[config.mk]
export PLATFORM = sky130hd
export DESIGN_NAME = base64url_stream_encoder_unit
export DESIGN_NICKNAME = d
export VERILOG_FILES = /design/src/hdl/b64u_pkg.sv /design/src/hdl/b64u_front.sv /design/src/hdl/b64u_queue.sv /design/src/hdl/b64u_back.sv /design/src/hdl/base64url_stream_encoder_unit.sv
export SDC_FILE = /design/constraint.sdc
export NUM_CORES = 1
export LEC_CHECK = 0
export BUFFER_PORTS_ARGS = -buffer_cell sky130_fd_sc_hd__buf_2
export CAP_MARGIN = 20
export CORE_UTILIZATION = 40
export DETAILED_ROUTE_END_ITERATION = 12
export GPL_ROUTABILITY_DRIVEN = 0
export GPL_TIMING_DRIVEN = 0
export HOLD_SLACK_MARGIN = 0.1
export PLACE_DENSITY_LB_ADDON = 0.2
export REMOVE_ABC_BUFFERS = 1
export SLEW_MARGIN = 0
export SYNTH_ARGS = -nofsm -noshare
export SYNTH_HDL_FRONTEND = slang
export SYNTH_SLANG_ARGS = --single-unit
[constraint.sdc]
create_clock -name aclk -period 4.4 [get_ports aclk]
set_input_delay 0.44 -clock aclk [delete_from_list [all_inputs] [get_ports aclk]]
set_output_delay 0.44 -clock aclk [all_outputs]
set_load 0.01 [all_outputs]
[src/hdl/b64u_pkg.sv]
// Package with the word types, queue entry type and symbol helpers of the encoder.
package b64u_pkg;

    typedef struct packed {
        logic [7:0] data_byte;
        logic       final_byte;
    } in_word_t;

    typedef struct packed {
        logic [7:0] out_char;
        logic       last_char;
    } out_word_t;

    typedef logic [5:0] sym_t;

    // One classified input byte: one or two symbols, the mark goes on the second.
    typedef struct packed {
        sym_t sym0;
        sym_t sym1;
        logic two;
        logic fin;
    } q_entry_t;

    localparam logic [1:0] PHASE_0 = 2'd0;
    localparam logic [1:0] PHASE_1 = 2'd1;
    localparam logic [1:0] PHASE_2 = 2'd2;

    localparam int QUEUE_DEPTH = 4;

    function automatic logic [7:0] sym_to_ascii(input sym_t sym);
        logic [7:0] code;
        code = {2'b00, sym};
        if (sym < 6'd26) begin
            return 8'h41 + code;
        end else if (sym < 6'd52) begin
            return 8'h61 + code - 8'd26;
        end else if (sym < 6'd62) begin
            return 8'h30 + code - 8'd52;
        end else if (sym == 6'd62) begin
            return 8'h2D;
        end else begin
            return 8'h5F;
        end
    endfunction

endpackage

[src/hdl/b64u_front.sv]
// Front end: accepts bytes, tracks the group phase and splits each byte into symbols.
module b64u_front
    import b64u_pkg::*;
(
    input  logic     aclk,
    input  logic     aresetn,
    input  logic     s_valid,
    output logic     s_ready,
    input  in_word_t s_word,
    input  logic     q_full,
    output logic     q_push,
    output q_entry_t q_entry
);

    logic [1:0] phase_reg, phase_next;
    logic [3:0] left_reg, left_next;
    logic [7:0] b;
    logic       fin;

    assign s_ready = !q_full;
    assign q_push  = s_valid && !q_full;
    assign b       = s_word.data_byte;
    assign fin     = s_word.final_byte;

    always_comb begin
        q_entry    = '0;
        phase_next = PHASE_0;
        left_next  = '0;
        case (phase_reg)
            PHASE_1: begin
                q_entry.sym0 = {left_reg[1:0], b[7:4]};
                if (fin) begin
                    q_entry.sym1 = {b[3:0], 2'b00};
                    q_entry.two  = 1'b1;
                    q_entry.fin  = 1'b1;
                end else begin
                    left_next  = b[3:0];
                    phase_next = PHASE_2;
                end
            end
            PHASE_2: begin
                q_entry.sym0 = {left_reg, b[7:6]};
                q_entry.sym1 = b[5:0];
                q_entry.two  = 1'b1;
                q_entry.fin  = fin;
            end
            default: begin
                // The unused phase code behaves as the start of a group.
                q_entry.sym0 = b[7:2];
                if (fin) begin
                    q_entry.sym1 = {b[1:0], 4'b0000};
                    q_entry.two  = 1'b1;
                    q_entry.fin  = 1'b1;
                end else begin
                    left_next  = {2'b00, b[1:0]};
                    phase_next = PHASE_1;
                end
            end
        endcase
    end

    always_ff @(posedge aclk) begin
        if (!aresetn) begin
            phase_reg <= PHASE_0;
            left_reg  <= '0;
        end else if (q_push) begin
            phase_reg <= phase_next;
            left_reg  <= left_next;
        end
    end

endmodule

[src/hdl/b64u_queue.sv]
// Short queue of classified bytes between the front end and the back end.
module b64u_queue
    import b64u_pkg::*;
#(
    parameter int DEPTH = QUEUE_DEPTH
) (
    input  logic     aclk,
    input  logic     aresetn,
    input  logic     push,
    input  q_entry_t push_entry,
    input  logic     pop,
    output q_entry_t pop_entry,
    output logic     full,
    output logic     empty
);

    localparam int PTR_W = (DEPTH > 1) ? $clog2(DEPTH) : 1;
    localparam int CNT_W = $clog2(DEPTH + 1);

    q_entry_t         entries_reg [DEPTH];
    logic [PTR_W-1:0] wr_ptr_reg, wr_ptr_next;
    logic [PTR_W-1:0] rd_ptr_reg, rd_ptr_next;
    logic [CNT_W-1:0] count_reg, count_next;
    logic             do_push, do_pop;

    assign full      = count_reg == CNT_W'(DEPTH);
    assign empty     = count_reg == '0;
    assign do_push   = push && !full;
    assign do_pop    = pop && !empty;
    assign pop_entry = entries_reg[rd_ptr_reg];

    always_comb begin
        wr_ptr_next = wr_ptr_reg;
        rd_ptr_next = rd_ptr_reg;
        count_next  = count_reg;
        if (do_push) begin
            wr_ptr_next = (wr_ptr_reg == PTR_W'(DEPTH - 1)) ? '0 : wr_ptr_reg + 1'b1;
        end
        if (do_pop) begin
            rd_ptr_next = (rd_ptr_reg == PTR_W'(DEPTH - 1)) ? '0 : rd_ptr_reg + 1'b1;
        end
        if (do_push && !do_pop) begin
            count_next = count_reg + 1'b1;
        end else if (do_pop && !do_push) begin
            count_next = count_reg - 1'b1;
        end
    end

    always_ff @(posedge aclk) begin
        if (!aresetn) begin
            wr_ptr_reg <= '0;
            rd_ptr_reg <= '0;
            count_reg  <= '0;
        end else begin
            wr_ptr_reg <= wr_ptr_next;
            rd_ptr_reg <= rd_ptr_next;
            count_reg  <= count_next;
        end
    end

    always_ff @(posedge aclk) begin
        if (do_push) begin
            entries_reg[wr_ptr_reg] <= push_entry;
        end
    end

endmodule

[src/hdl/b64u_back.sv]
// Back end: turns queued symbols into ASCII characters, one per cycle while m_ready allows, into the output register.
module b64u_back
    import b64u_pkg::*;
(
    input  logic      aclk,
    input  logic      aresetn,
    input  logic      q_empty,
    output logic      q_pop,
    input  q_entry_t  q_entry,
    output logic      m_valid,
    input  logic      m_ready,
    output out_word_t m_word
);

    logic      m_valid_reg, m_valid_next;
    out_word_t m_word_reg, m_word_next;
    logic      pend_reg, pend_next;
    sym_t      pend_sym_reg, pend_sym_next;
    logic      pend_last_reg, pend_last_next;
    logic      load;

    assign m_valid = m_valid_reg;
    assign m_word  = m_word_reg;
    assign load    = !m_valid_reg || m_ready;

    always_comb begin
        m_valid_next   = m_valid_reg;
        m_word_next    = m_word_reg;
        pend_next      = pend_reg;
        pend_sym_next  = pend_sym_reg;
        pend_last_next = pend_last_reg;
        q_pop          = 1'b0;
        if (load) begin
            if (pend_reg) begin
                // The second symbol of the current entry goes out before the next pop.
                m_valid_next          = 1'b1;
                m_word_next.out_char  = sym_to_ascii(pend_sym_reg);
                m_word_next.last_char = pend_last_reg;
                pend_next             = 1'b0;
            end else if (!q_empty) begin
                q_pop                 = 1'b1;
                m_valid_next          = 1'b1;
                m_word_next.out_char  = sym_to_ascii(q_entry.sym0);
                m_word_next.last_char = 1'b0;
                pend_next             = q_entry.two;
                pend_sym_next         = q_entry.sym1;
                pend_last_next        = q_entry.fin;
            end else begin
                m_valid_next = 1'b0;
            end
        end
    end

    always_ff @(posedge aclk) begin
        if (!aresetn) begin
            m_valid_reg <= 1'b0;
            pend_reg    <= 1'b0;
        end else begin
            m_valid_reg <= m_valid_next;
            pend_reg    <= pend_next;
        end
    end

    always_ff @(posedge aclk) begin
        m_word_reg    <= m_word_next;
        pend_sym_reg  <= pend_sym_next;
        pend_last_reg <= pend_last_next;
    end

endmodule

[src/hdl/base64url_stream_encoder_unit.sv]
// Top level of the unpadded base64url stream encoder.
//
//  Channel  | Ports                       | Word
//  ---------+-----------------------------+-------------------------------
//  input    | s_valid, s_ready, s_word    | data_byte, final_byte
//  result   | m_valid, m_ready, m_word    | out_char, last_char
//
// Each input byte gives one or two characters; the back end sends one character
// per cycle from its output register while m_ready allows, so a byte that gives two
// characters holds it for both, and the other bytes sustain one byte per cycle.
// When the block is empty, an accepted byte passes the queue and then the output register.
// The queue holds QUEUE_DEPTH_P words; s_ready drops only when it is full.
// aresetn is synchronous and active low; it clears the phase, the queue and the output valid.
module base64url_stream_encoder_unit
    import b64u_pkg::*;
#(
    parameter int QUEUE_DEPTH_P = QUEUE_DEPTH
) (
    input  logic      aclk,
    input  logic      aresetn,
    input  logic      s_valid,
    output logic      s_ready,
    input  in_word_t  s_word,
    output logic      m_valid,
    input  logic      m_ready,
    output out_word_t m_word
);

    logic     q_push, q_pop, q_full, q_empty;
    q_entry_t push_entry, pop_entry;

    b64u_front u_front (
        .aclk    (aclk),
        .aresetn (aresetn),
        .s_valid (s_valid),
        .s_ready (s_ready),
        .s_word  (s_word),
        .q_full  (q_full),
        .q_push  (q_push),
        .q_entry (push_entry)
    );

    b64u_queue #(
        .DEPTH (QUEUE_DEPTH_P)
    ) u_queue (
        .aclk       (aclk),
        .aresetn    (aresetn),
        .push       (q_push),
        .push_entry (push_entry),
        .pop        (q_pop),
        .pop_entry  (pop_entry),
        .full       (q_full),
        .empty      (q_empty)
    );

    b64u_back u_back (
        .aclk    (aclk),
        .aresetn (aresetn),
        .q_empty (q_empty),
        .q_pop   (q_pop),
        .q_entry (pop_entry),
        .m_valid (m_valid),
        .m_ready (m_ready),
        .m_word  (m_word)
    );

endmodule

; Word-level counts from Yosys, hierarchy flattened
; Memory sizes are Yosys's and may differ from the RTL's. A register that Yosys moved wholly into a read port is not among the register bits.
; Index checks and enable logic that the tools add are counted.
[totals]
register_bits = 31
ramBits = 56
out_inout_bits = 11
word_cells = 90
memories = 1
[mem_list]
columns = name, words, width, read_ports, rd_ports_with_merged_regs, wr, line_no
row1 = u_queue.entries_reg, 4, 14, 1, 1, 1, b64u_queue.sv:20  ; q_entry_t entries_reg [DEPTH];
[op_classes]
n_addsub = 14
n_lt_le_gt_ge = 6
n_eq_ne = 8
mux = 33
bitwise_logic = 2
reduce_logical = 15
[op_table]
columns = op, n
row1 = $mux 8, 8
row2 = $add 7x6->8 const A, 4
row3 = $pmux 14 s2, 1
row4 = $lt 6x6->1 const B, 4
row5 = $mux 9, 2
row6 = $sub 8x5->8 const B, 2
row7 = $sub 8x6->8 const B, 2
row8 = $add 6x6->7 const A, 2
row9 = $mux 7, 2
row10 = $eq 6x6->1 const B, 2
row11 = $lt 6x5->1 const B, 2
row12 = $mux 2, 6
row13 = $mux 1, 9
row14 = $pmux 4 s2, 1
row15 = $eq 2x2->1 const B, 3
row16 = $mux 3, 2
row17 = $logic_and 1x1->1, 5
row18 = $logic_not 1->1, 5
row19 = $add 2x1->2 const B, 2
row20 = $mux 4, 1
row21 = $pmux 2 s2, 1
row22 = $add 3x1->3 const B, 1
row23 = $eq 3x3->1 const B, 1
row24 = $logic_not 3->1, 1
row25 = 8 further kinds, 9

; Logic depth before layout (Yosys ltp)
; Gate-level depths: netlist of the first run.
[logic_depth]
ltp_word = 8
mapped_depth = 12
mapped_depth_nobuf = 10

; By module
; A second synthesis of the first run with hierarchy kept.
[hier_totals]
cells_unflattened = 361
area_unflattened_um2 = 4579.4
[by_module_without_submodules]
columns = module, n_inst, cells_each, area_per_inst_um2, seq_area_each_um2
row1 = b64u_queue, 1, 124, 2513.7, 1861.8
row2 = b64u_back, 1, 170, 1524.0, 520.5
row3 = b64u_front, 1, 67, 541.8, 120.1

; Worst setup path after synthesis of the first run
; OpenSTA, ideal clock, no wires.
[synth_path]
kind = register -> register
startpoint = register (tool-made name)
endpoint = register u_back.m_word_reg, in the netlist u_back.m_word[5] (data pin)
setup_ns = 0.261
t_arrival_ns = 2.876
t_required_ns = 4.139
path_slack_ns = 1.263
path_stages_with_launch = 12
n_path_buf = 4
period_less_slack_ns = 3.137
path_cell_list = dfxtp_1 -> buf_6 -> buf_2 -> mux4_2 -> buf_2 -> ha_1 -> clkbuf_1 -> a221oi_4 -> nor2_1 -> a311oi_1 -> a211oi_1 -> a311o_1
[synth_rtl]
columns = element, line_no
row1 = to (signal assigned), b64u_back.sv:65  ; m_word_reg <= m_word_next;
row2 = to (decl), b64u_back.sv:16  ; out_word_t m_word_reg, m_word_next;

==> run summary, run 1 <==
Type of origin of the critical path: a register. In this run, post-CTS hold repair placed 0 buffers. For the via count of the first global-routing pass, the log shows 2795. Leaving out fill and tap cells, the most frequent cell in the layout is sky130_fd_sc_hd__edfxtp_1. After synthesis, the cell types taking the most area are sky130_fd_sc_hd__edfxtp_1 47%, sky130_fd_sc_hd__dfxtp_1 7.5%, sky130_fd_sc_hd__mux4_2 6.9%. The worst hold path stage count works out to 3. The average wire per cell in the routed design is 16.0 um.

For the worst flop-to-flop path, the logic depth is 9. After the last flow step, the layout net total stands at 427. The unique cell type count in the Yosys netlist is 54, and the post-CTS clock slew at the launch and capture registers of the worst setup and hold paths is 0.06 ns. After layout, the minimum clock period comes to 3.28 ns. The tools report the wire length of the first global-routing pass as 14.0 mm. 0 antenna diodes ended up in the layout. For the total half-perimeter wirelength after legalization and detailed placement, the log shows 6.03 mm.

The proportion of power drawn by combinational gates was 0.414; the tightest hold margin was 0.397 ns. The area growth from synthesis to layout is 11.2%, and the clock skew after layout is 0.00764 ns. The switching fraction of total power was 0.375; the sequential area share after synthesis was 0.549. Measured along the x axis, the die boundary spans 109 um.

After synthesis the cells add up to 4560 um^2. For the clock tree buffer depth, the log shows 2. The worst register-to-register path ends at u_back.m_word[5].

Summed over all layers, the global routing overflow is 0. The filler cells instantiated in the layout total 995. The run gives 0.462 as the utilization after layout. The fraction of registers with async set/reset came out at 0.

Adding up every negative setup slack in the final design gives 0 ns. Summed over all instances, the cell type with the most area after synthesis is sky130_fd_sc_hd__edfxtp_1. The number of setup buffers added after CTS is 0. Port buffering added 23 buffers.

For the boundary pin count, the log shows 24. Entering global routing, the biggest net connects 23 pins. In this run the worst hold path is classified as primary input to register. The fraction of power consumed by the clock network is 0.210.

The tools report the startpoint of the worst hold path as s_word[1]. Clock latency on the worst-skew pair, taken at its later pin, is 0.34 ns. During synthesis, Yosys emitted a total of 0 warnings. TritonCTS built the clock tree.

The run gives 0.501 as the normalized max-slew margin. The synthesized area per cell is 12.3 um^2. For the number of hold violations in the final report, the log shows 0. The tools report the switching component of the power as 0.00127 W. The internal power contribution was 0.00213 W; the count of maximum capacitance violations was 0. The library cells used most frequently in the layout, excluding fill and tap cells, are 72 x sky130_fd_sc_hd__edfxtp_1, 25 x sky130_fd_sc_hd__nand2_1, 25 x sky130_fd_sc_hd__ha_1, 24 x sky130_fd_sc_hd__buf_2, 22 x sky130_fd_sc_hd__inv_1. For this run, the detailed router's first-pass iteration total came to 4.

In this run the static leakage power is 1.83 nW. Effective utilization at floorplan: 0.415. At the pin with the least slew margin, the transition time is 0.745 ns. CTS built an H-tree with a depth of 3. The proportion of power drawn by flip-flops and latches is 0.376, and the number of clock sinks is 89.

The start-to-end type of the worst setup path was register to register. Based on the critical path, the design can be clocked at up to 305 MHz. Data on the critical path is required at its endpoint by 4.48 ns. After detailed routing, the number of vias per cell comes to 5.49. Type of destination of the critical path: a register. Ratio of cells with drive above 1 in the final layout: 0.145. The tools report the number of clock buffers inserted by TritonCTS as 9.

The count of state elements after synthesis is 89, and the overall routing resource usage is 0.159. Number of enable-type register cells in the synthesized netlist: 72. The die covers 11800 um^2.

Clock tree root driver cell: sky130_fd_sc_hd__clkbuf_16. The tools report the number of antenna violations at the first check in global routing as 0. The run finished with clean final reports. Once detail routing completed, the nets flagged for antenna violations numbered 0. For the overall routed net length, the log shows 8.54 mm. The flip-flop count of the largest register after layout came out at 56. The tools report the maximum resistive drop on vdd as 0.232 mV.

The worst hold path terminates at u_front.left_reg[0]. Post-CTS repair changed the size of 0 cells. After technology mapping, the gate count stands at 371.

The routed layout has 2925 vias. The floorplan has 38 rows. The fraction of the cycle the final worst path needs is 0.745.

The DRC violation total after the first TritonRoute iteration is 139. In the routed design, unresolved DRC markers number 0. Setup violations remaining at the end of the flow were counted as 0. The register-to-register setup slack was 1.12 ns.

Setup repair after global routing left no endpoint under its margin. The dominant register cell in the synthesized netlist is sky130_fd_sc_hd__edfxtp_1. Data on the critical path arrives at its endpoint at 3.36 ns. The total area inside the core boundary comes to 11000 um^2. The portion of synthesized cell area occupied by the leading cell type works out to 0.474. Of all nets on the critical path, the largest fanout is 14. Vertical extent of the die: 109 um. Cell area power density: 670 nW/um^2. The number of max-slew violations in the final report came out at 0.
## how the worst max path moves through the flow
stage,startpoint,to,slack [ns],depth (start not counted)
floorplan,register,u_back.m_word[5],1.20,8
global placement,register,u_back.m_word[5],0.74,8
detailed placement,register,u_back.m_word[5],0.72,7
CTS,register,u_back.m_word[5],0.71,8
global route,register,u_back.m_word[5],0.94,9
finish,register,u_back.m_word[5],1.12,9
## metrics by stage
| step | power [W] | setup slack [ns] | cells | area, um^2 |
|---|---|---|---|---|
| after global routing | 0.00367 | 0.939 | 533 | 5070 |
| final | 0.00340 | 1.12 | 533 | 5070 |
| after detailed placement | 0.00267 | 0.724 | 516 | 4760 |
| after CTS | 0.00340 | 0.709 | 532 | 5040 |
| after global placement | 0.00264 | 0.741 | 515 | 4760 |
| after floorplan | 0.00231 | 1.20 | 352 | 4470 |
## cell usage after synthesis (4+ instances only)
library cell,count
sky130_fd_sc_hd__a22oi_1,9
sky130_fd_sc_hd__nor3_1,9
sky130_fd_sc_hd__dfxtp_1,17
sky130_fd_sc_hd__nand2_1,25
sky130_fd_sc_hd__o21ai_0,17
sky130_fd_sc_hd__a32oi_1,4
sky130_fd_sc_hd__and2_1,5
sky130_fd_sc_hd__a21oi_1,10
sky130_fd_sc_hd__nor2_1,19
sky130_fd_sc_hd__clkbuf_1,13
sky130_fd_sc_hd__and3_1,5
sky130_fd_sc_hd__ha_1,25
sky130_fd_sc_hd__inv_1,22
sky130_fd_sc_hd__nor2b_1,12
sky130_fd_sc_hd__xnor2_1,5
sky130_fd_sc_hd__mux4_2,14
sky130_fd_sc_hd__a21boi_0,7
sky130_fd_sc_hd__nand3_1,17
sky130_fd_sc_hd__edfxtp_1,72
sky130_fd_sc_hd__o211ai_1,6
## layout make-up
class,instances,area [um^2],area share
clock buffers,9,225,0.0444
clock inverters,7,53.8,0.0106
multi-input cells,241,1880,0.372
repair buffers,25,148,0.0291
well taps,140,175,0.0345
flip-flops and latches,89,2500,0.493
inverters,22,82.6,0.0163
## worst max-delay path, stage by stage, from the launching register on
cell                       delay (ns)
sky130_fd_sc_hd__dfxtp_1         0.79
sky130_fd_sc_hd__mux4_2          0.46
sky130_fd_sc_hd__inv_1           0.11
sky130_fd_sc_hd__ha_1            0.26
sky130_fd_sc_hd__and2_1          0.19
sky130_fd_sc_hd__a221oi_4        0.42
sky130_fd_sc_hd__nor2_1          0.10
sky130_fd_sc_hd__a311oi_1        0.26
sky130_fd_sc_hd__a211oi_1        0.08
sky130_fd_sc_hd__a311o_1         0.36
## metal layers
metal,GRT usage,vias up,part of all wire
met1,0.201,1390,0.46
met5,0,-,0
met3,0.0424,10,0.045
met2,0.263,76,0.49
li1,-,1449,-
met4,0.0512,0,0.013
## power groups by stage
stage | registers (W) | clock network, W | logic, W
5_1_grt | 0.00131 | 0.000767 | 0.00159
6_report | 0.00128 | 0.000715 | 0.00141
4_1_cts | 0.00131 | 0.000738 | 0.00135
2_1_floorplan | 0.00130 | 0 | 0.00101
3_5_place_dp | 0.00133 | 0 | 0.00134
3_3_place_gp | 0.00132 | 0 | 0.00132
## logic make-up after synthesis
family	after synthesis	share of synthesized area
AND/OR/NAND/NOR	106	0.116
flip-flops	89	0.549
AO/OA/AOI/OAI	84	0.133
buffers and inverters	41	0.0379
adder cells (fa/ha/maj)	26	0.0730
multiplexers	17	0.0757
XOR/XNOR	8	0.0154
Note: power is estimated with default switching activity, not from simulation.
==> run 2, diff against run 1 <==
- clock period: 4.4 -> 2.8 ns (I/O delays scaled with it)
==> run 2 against run 1 <==
Critical path depth shrank 2. Setup slack lost 1.0 ns. Global-route usage grew 0.40 points. Fmax grew 22%. Critical endpoint is now u_back.m_word[3]. Die area is the same. Flip-flop and latch count is the same. Worst hold slack lost 0.16 ns.
==> run summary, run 2 (synthesis gave the netlist of run 1 again) <==
The tools report the overall via count from detail_route as 2970 (+1.5%). Setup repair after global routing left no endpoint under its margin. The worst hold path stage count was 3 (unchanged); the deepest level of the CTS H-tree was 3 (unchanged).

The run finished with clean final reports. The net total in the final layout is 441 (+3.3%), and the time the worst path needs with I/O delays and setup is 2.68 ns (-0.594 ns). The average wire per cell in the routed design is 15.7 um (-1.7%), and the measured slew at the worst slew-check pin is 0.741 ns (-0.00425 ns). For the worst path setup slack after routing, the log shows 0.117 ns (-1.01 ns). The remaining global-route overflow was 0 (unchanged); the internal power contribution was 0.00347 W (+63%). Compared with the post-synthesis result, the final layout area differs by 13.9%. The summed area of non-filler cells in the final layout is 5190 um^2 (+2.4%), and the number of clock buffers inserted by TritonCTS is 9 (unchanged). The path category of the worst min-delay check is primary input to register. The switching component of the power is 0.00204 W (+60%). The logs give 2.74 ns (-0.62 ns) for the worst path arrival time and 2858 (+2.3%) for the via count of the first global-routing pass. The logs give 373 MHz (+22%) for the fmax and 0.368 (-0.008) for the proportion of power drawn by flip-flops and latches. The total half-perimeter wirelength after legalization and detailed placement was 6.03 mm (unchanged); the number of inserted diodes was 0 (unchanged). The data required time of the critical path came out at 2.86 ns (-1.62 ns). The highest layer touched by signal routing is met4.

The cell count of the worst reg-to-reg path works out to 7 (-2). The core region area was 11000 um^2 (unchanged); the DRC violation total after the first TritonRoute iteration was 141 (+1.4%). The largest driver fanout on the critical path is 10 (-4).

The logs give 8.61 mm (+0.84%) for the overall routed net length and 24 (unchanged) for the boundary pin count. The number of clock sinks was 89 (unchanged). The tools report the total of endpoints with negative setup slack in the final report as 0 (unchanged).

Leakage power total: 1.89 nW (+3.6%). In this run the critical register-to-register path is captured at u_back.m_word[3]. The fraction of the cycle the final worst path needs came out at 0.958 (+0.213).

The normalized max-slew margin was 0.504 (+0.00285); the sum of negative setup slack was 0 ns (unchanged). Clock tree root driver cell: sky130_fd_sc_hd__clkbuf_16. The largest net degree at the start of global routing was 23 (unchanged); the switching fraction of total power was 0.370 (-0.00478).

The run gives 0 (unchanged) as the number of max-slew violations in the final report. The wire length of the first global-routing pass was 14.3 mm (+2.4%). For the detailed-routed wire length on met2, the log shows 4.24 mm (+2.2%). The vertical extent of the die is 109 um (unchanged). Detailed-routing iteration count for the pre-antenna-repair pass: 4 (unchanged).

The insertion delay of the later-clocked pin in the worst-skew pair is 0.34 ns (about the same). The logs give 0.429 (+0.015) for the proportion of power drawn by combinational gates and 360 um (-7.0%) for the total length of routed met3 wires. The number of hold violations in the final report was 0 (unchanged); the ratio of cells with drive above 1 in the final layout was 0.194 (+0.0491). The tools report the area enclosed by the die boundary as 11800 um^2 (unchanged).

The number of buffer cells added on primary ports was 23 (unchanged). Via count normalized by instance count: 5.43 (-1.1%). The type of origin of the critical path is a register. The number of antenna violations at the first check in global routing was 0 (unchanged); the post-CTS clock slew at the launch and capture registers of the worst setup and hold paths was 0.07 ns (about the same). For the overall routing resource usage, the log shows 0.163 (+0.00401). The horizontal extent of the die works out to 109 um (unchanged).

The logs give 0 (unchanged) for the number of antenna-violating nets in the routed design and 0.415 (unchanged) for the effective utilization at floorplan. The run gives 0.00730 ns (-0.000332 ns) as the clock skew after layout. The run gives 2 (unchanged) as the clock tree buffer depth.

The run gives 38 (unchanged) as the cell row count. TritonCTS built the clock tree. The worst setup path is captured at a register. For the DRC violations left, the log shows 0 (unchanged).

The register-to-register setup slack was 0.12 ns (-1.01 ns). The worst hold path begins at s_word[1]. The logs give 0 (unchanged) for the count of maximum capacitance violations and 0 (unchanged) for the hold buffer count at CTS. The fraction of power consumed by the clock network is 0.204 (-0.006).

In the layout the commonest cells are 72 x sky130_fd_sc_hd__edfxtp_1, 25 x sky130_fd_sc_hd__nand2_1, 24 x sky130_fd_sc_hd__buf_2, 23 x sky130_fd_sc_hd__ha_1, 22 x sky130_fd_sc_hd__inv_1. The worst setup timing slack at the placement stage is -0.876 ns (-1.60 ns). For hold timing, the worst endpoint is u_front.left_reg[0].

Flip-flop count of the largest register after layout: 56 (unchanged). The start-to-end type of the worst setup path was register to register. The tools report the wire length on met1 as 3.86 mm (-0.87%). The maximum resistive drop on vdd was 0.376 mV (+63%); the instance area at placement was 4760 um^2 (unchanged).

The library cell used most frequently in the layout, excluding fill and tap cells, is sky130_fd_sc_hd__edfxtp_1. The cell area power density works out to 1060 nW/um^2 (+58%).
## run 2: changes by cell type in the layout (fill, tap and decap cells not counted), moves of 2 or more
cell,previous run,this run
sky130_fd_sc_hd__buf_4,0,14
sky130_fd_sc_hd__dfxtp_1,17,15
sky130_fd_sc_hd__dfxtp_4,0,2
sky130_fd_sc_hd__ha_1,25,23
## run 2: metrics by stage
step | power [W] | hold WS (ns) | std cells | utilization
floorplan | 0.00364 | 0.402 | 352 | -
global placement | 0.00415 | 0.475 | 515 | 0.433
detailed placement | 0.00420 | 0.480 | 516 | 0.434
CTS | 0.00547 | 0.231 | 542 | 0.467
global route | 0.00595 | 0.265 | 547 | 0.473
finish | 0.00551 | 0.241 | 547 | 0.473
## run 2: power by group through the flow
stage | Clock, W | Sequential [W] | Combinational [W]
after global placement | 0 | 0.00208 | 0.00208
after detailed placement | 0 | 0.00209 | 0.00211
after CTS | 0.00116 | 0.00203 | 0.00228
final | 0.00112 | 0.00203 | 0.00236
after floorplan | 0 | 0.00205 | 0.00159
after global routing | 0.00120 | 0.00208 | 0.00267
## run 2: what timing repair did
action	4_1_cts	5_1_grt
endpoints found under the setup margin	8	4
setup buffers	10	5
gates resized for setup	6	7
pin swaps	1	4
## run 2: per-layer routing
| layer | up-vias | global-route usage |
|---|---|---|
| met4 | 0 | 0.0598 |
| li1 | 1474 | - |
| met5 | - | 0 |
| met2 | 75 | 0.265 |
| met1 | 1409 | 0.207 |
| met3 | 12 | 0.0436 |
## run 2: final cells by class
| type | count | area [um^2] |
|---|---|---|
| timing repair buffer | 39 | 236 |
| tap | 140 | 175 |
| sequential | 89 | 2510 |
| fill | 992 | 5790 |
| clock inverter | 7 | 53.8 |
| inverter | 22 | 82.6 |
| clock buffer | 9 | 225 |
| multi-input combinational | 241 | 1910 |
## run 2: worst max path at each step
stage,endpoint,from,cells after the start
3_5_place_dp,u_back.m_word[5],register,7
3_3_place_gp,u_back.m_word[5],register,8
2_1_floorplan,u_back.m_word[5],register,8
4_1_cts,u_back.m_word[5],register,10
5_1_grt,u_queue.count_reg[2],u_queue.count_reg[0],10
6_report,u_back.m_word[3],register,7
## run 2: critical path, stage by stage, from the launching register on
cell,delay (ns)
sky130_fd_sc_hd__dfxtp_4,0.41
sky130_fd_sc_hd__mux4_2,0.62
sky130_fd_sc_hd__ha_2,0.31
sky130_fd_sc_hd__a221o_2,0.51
sky130_fd_sc_hd__nor2_1,0.12
sky130_fd_sc_hd__a211oi_1,0.06
sky130_fd_sc_hd__a311oi_1,0.30
sky130_fd_sc_hd__a31oi_1,0.07
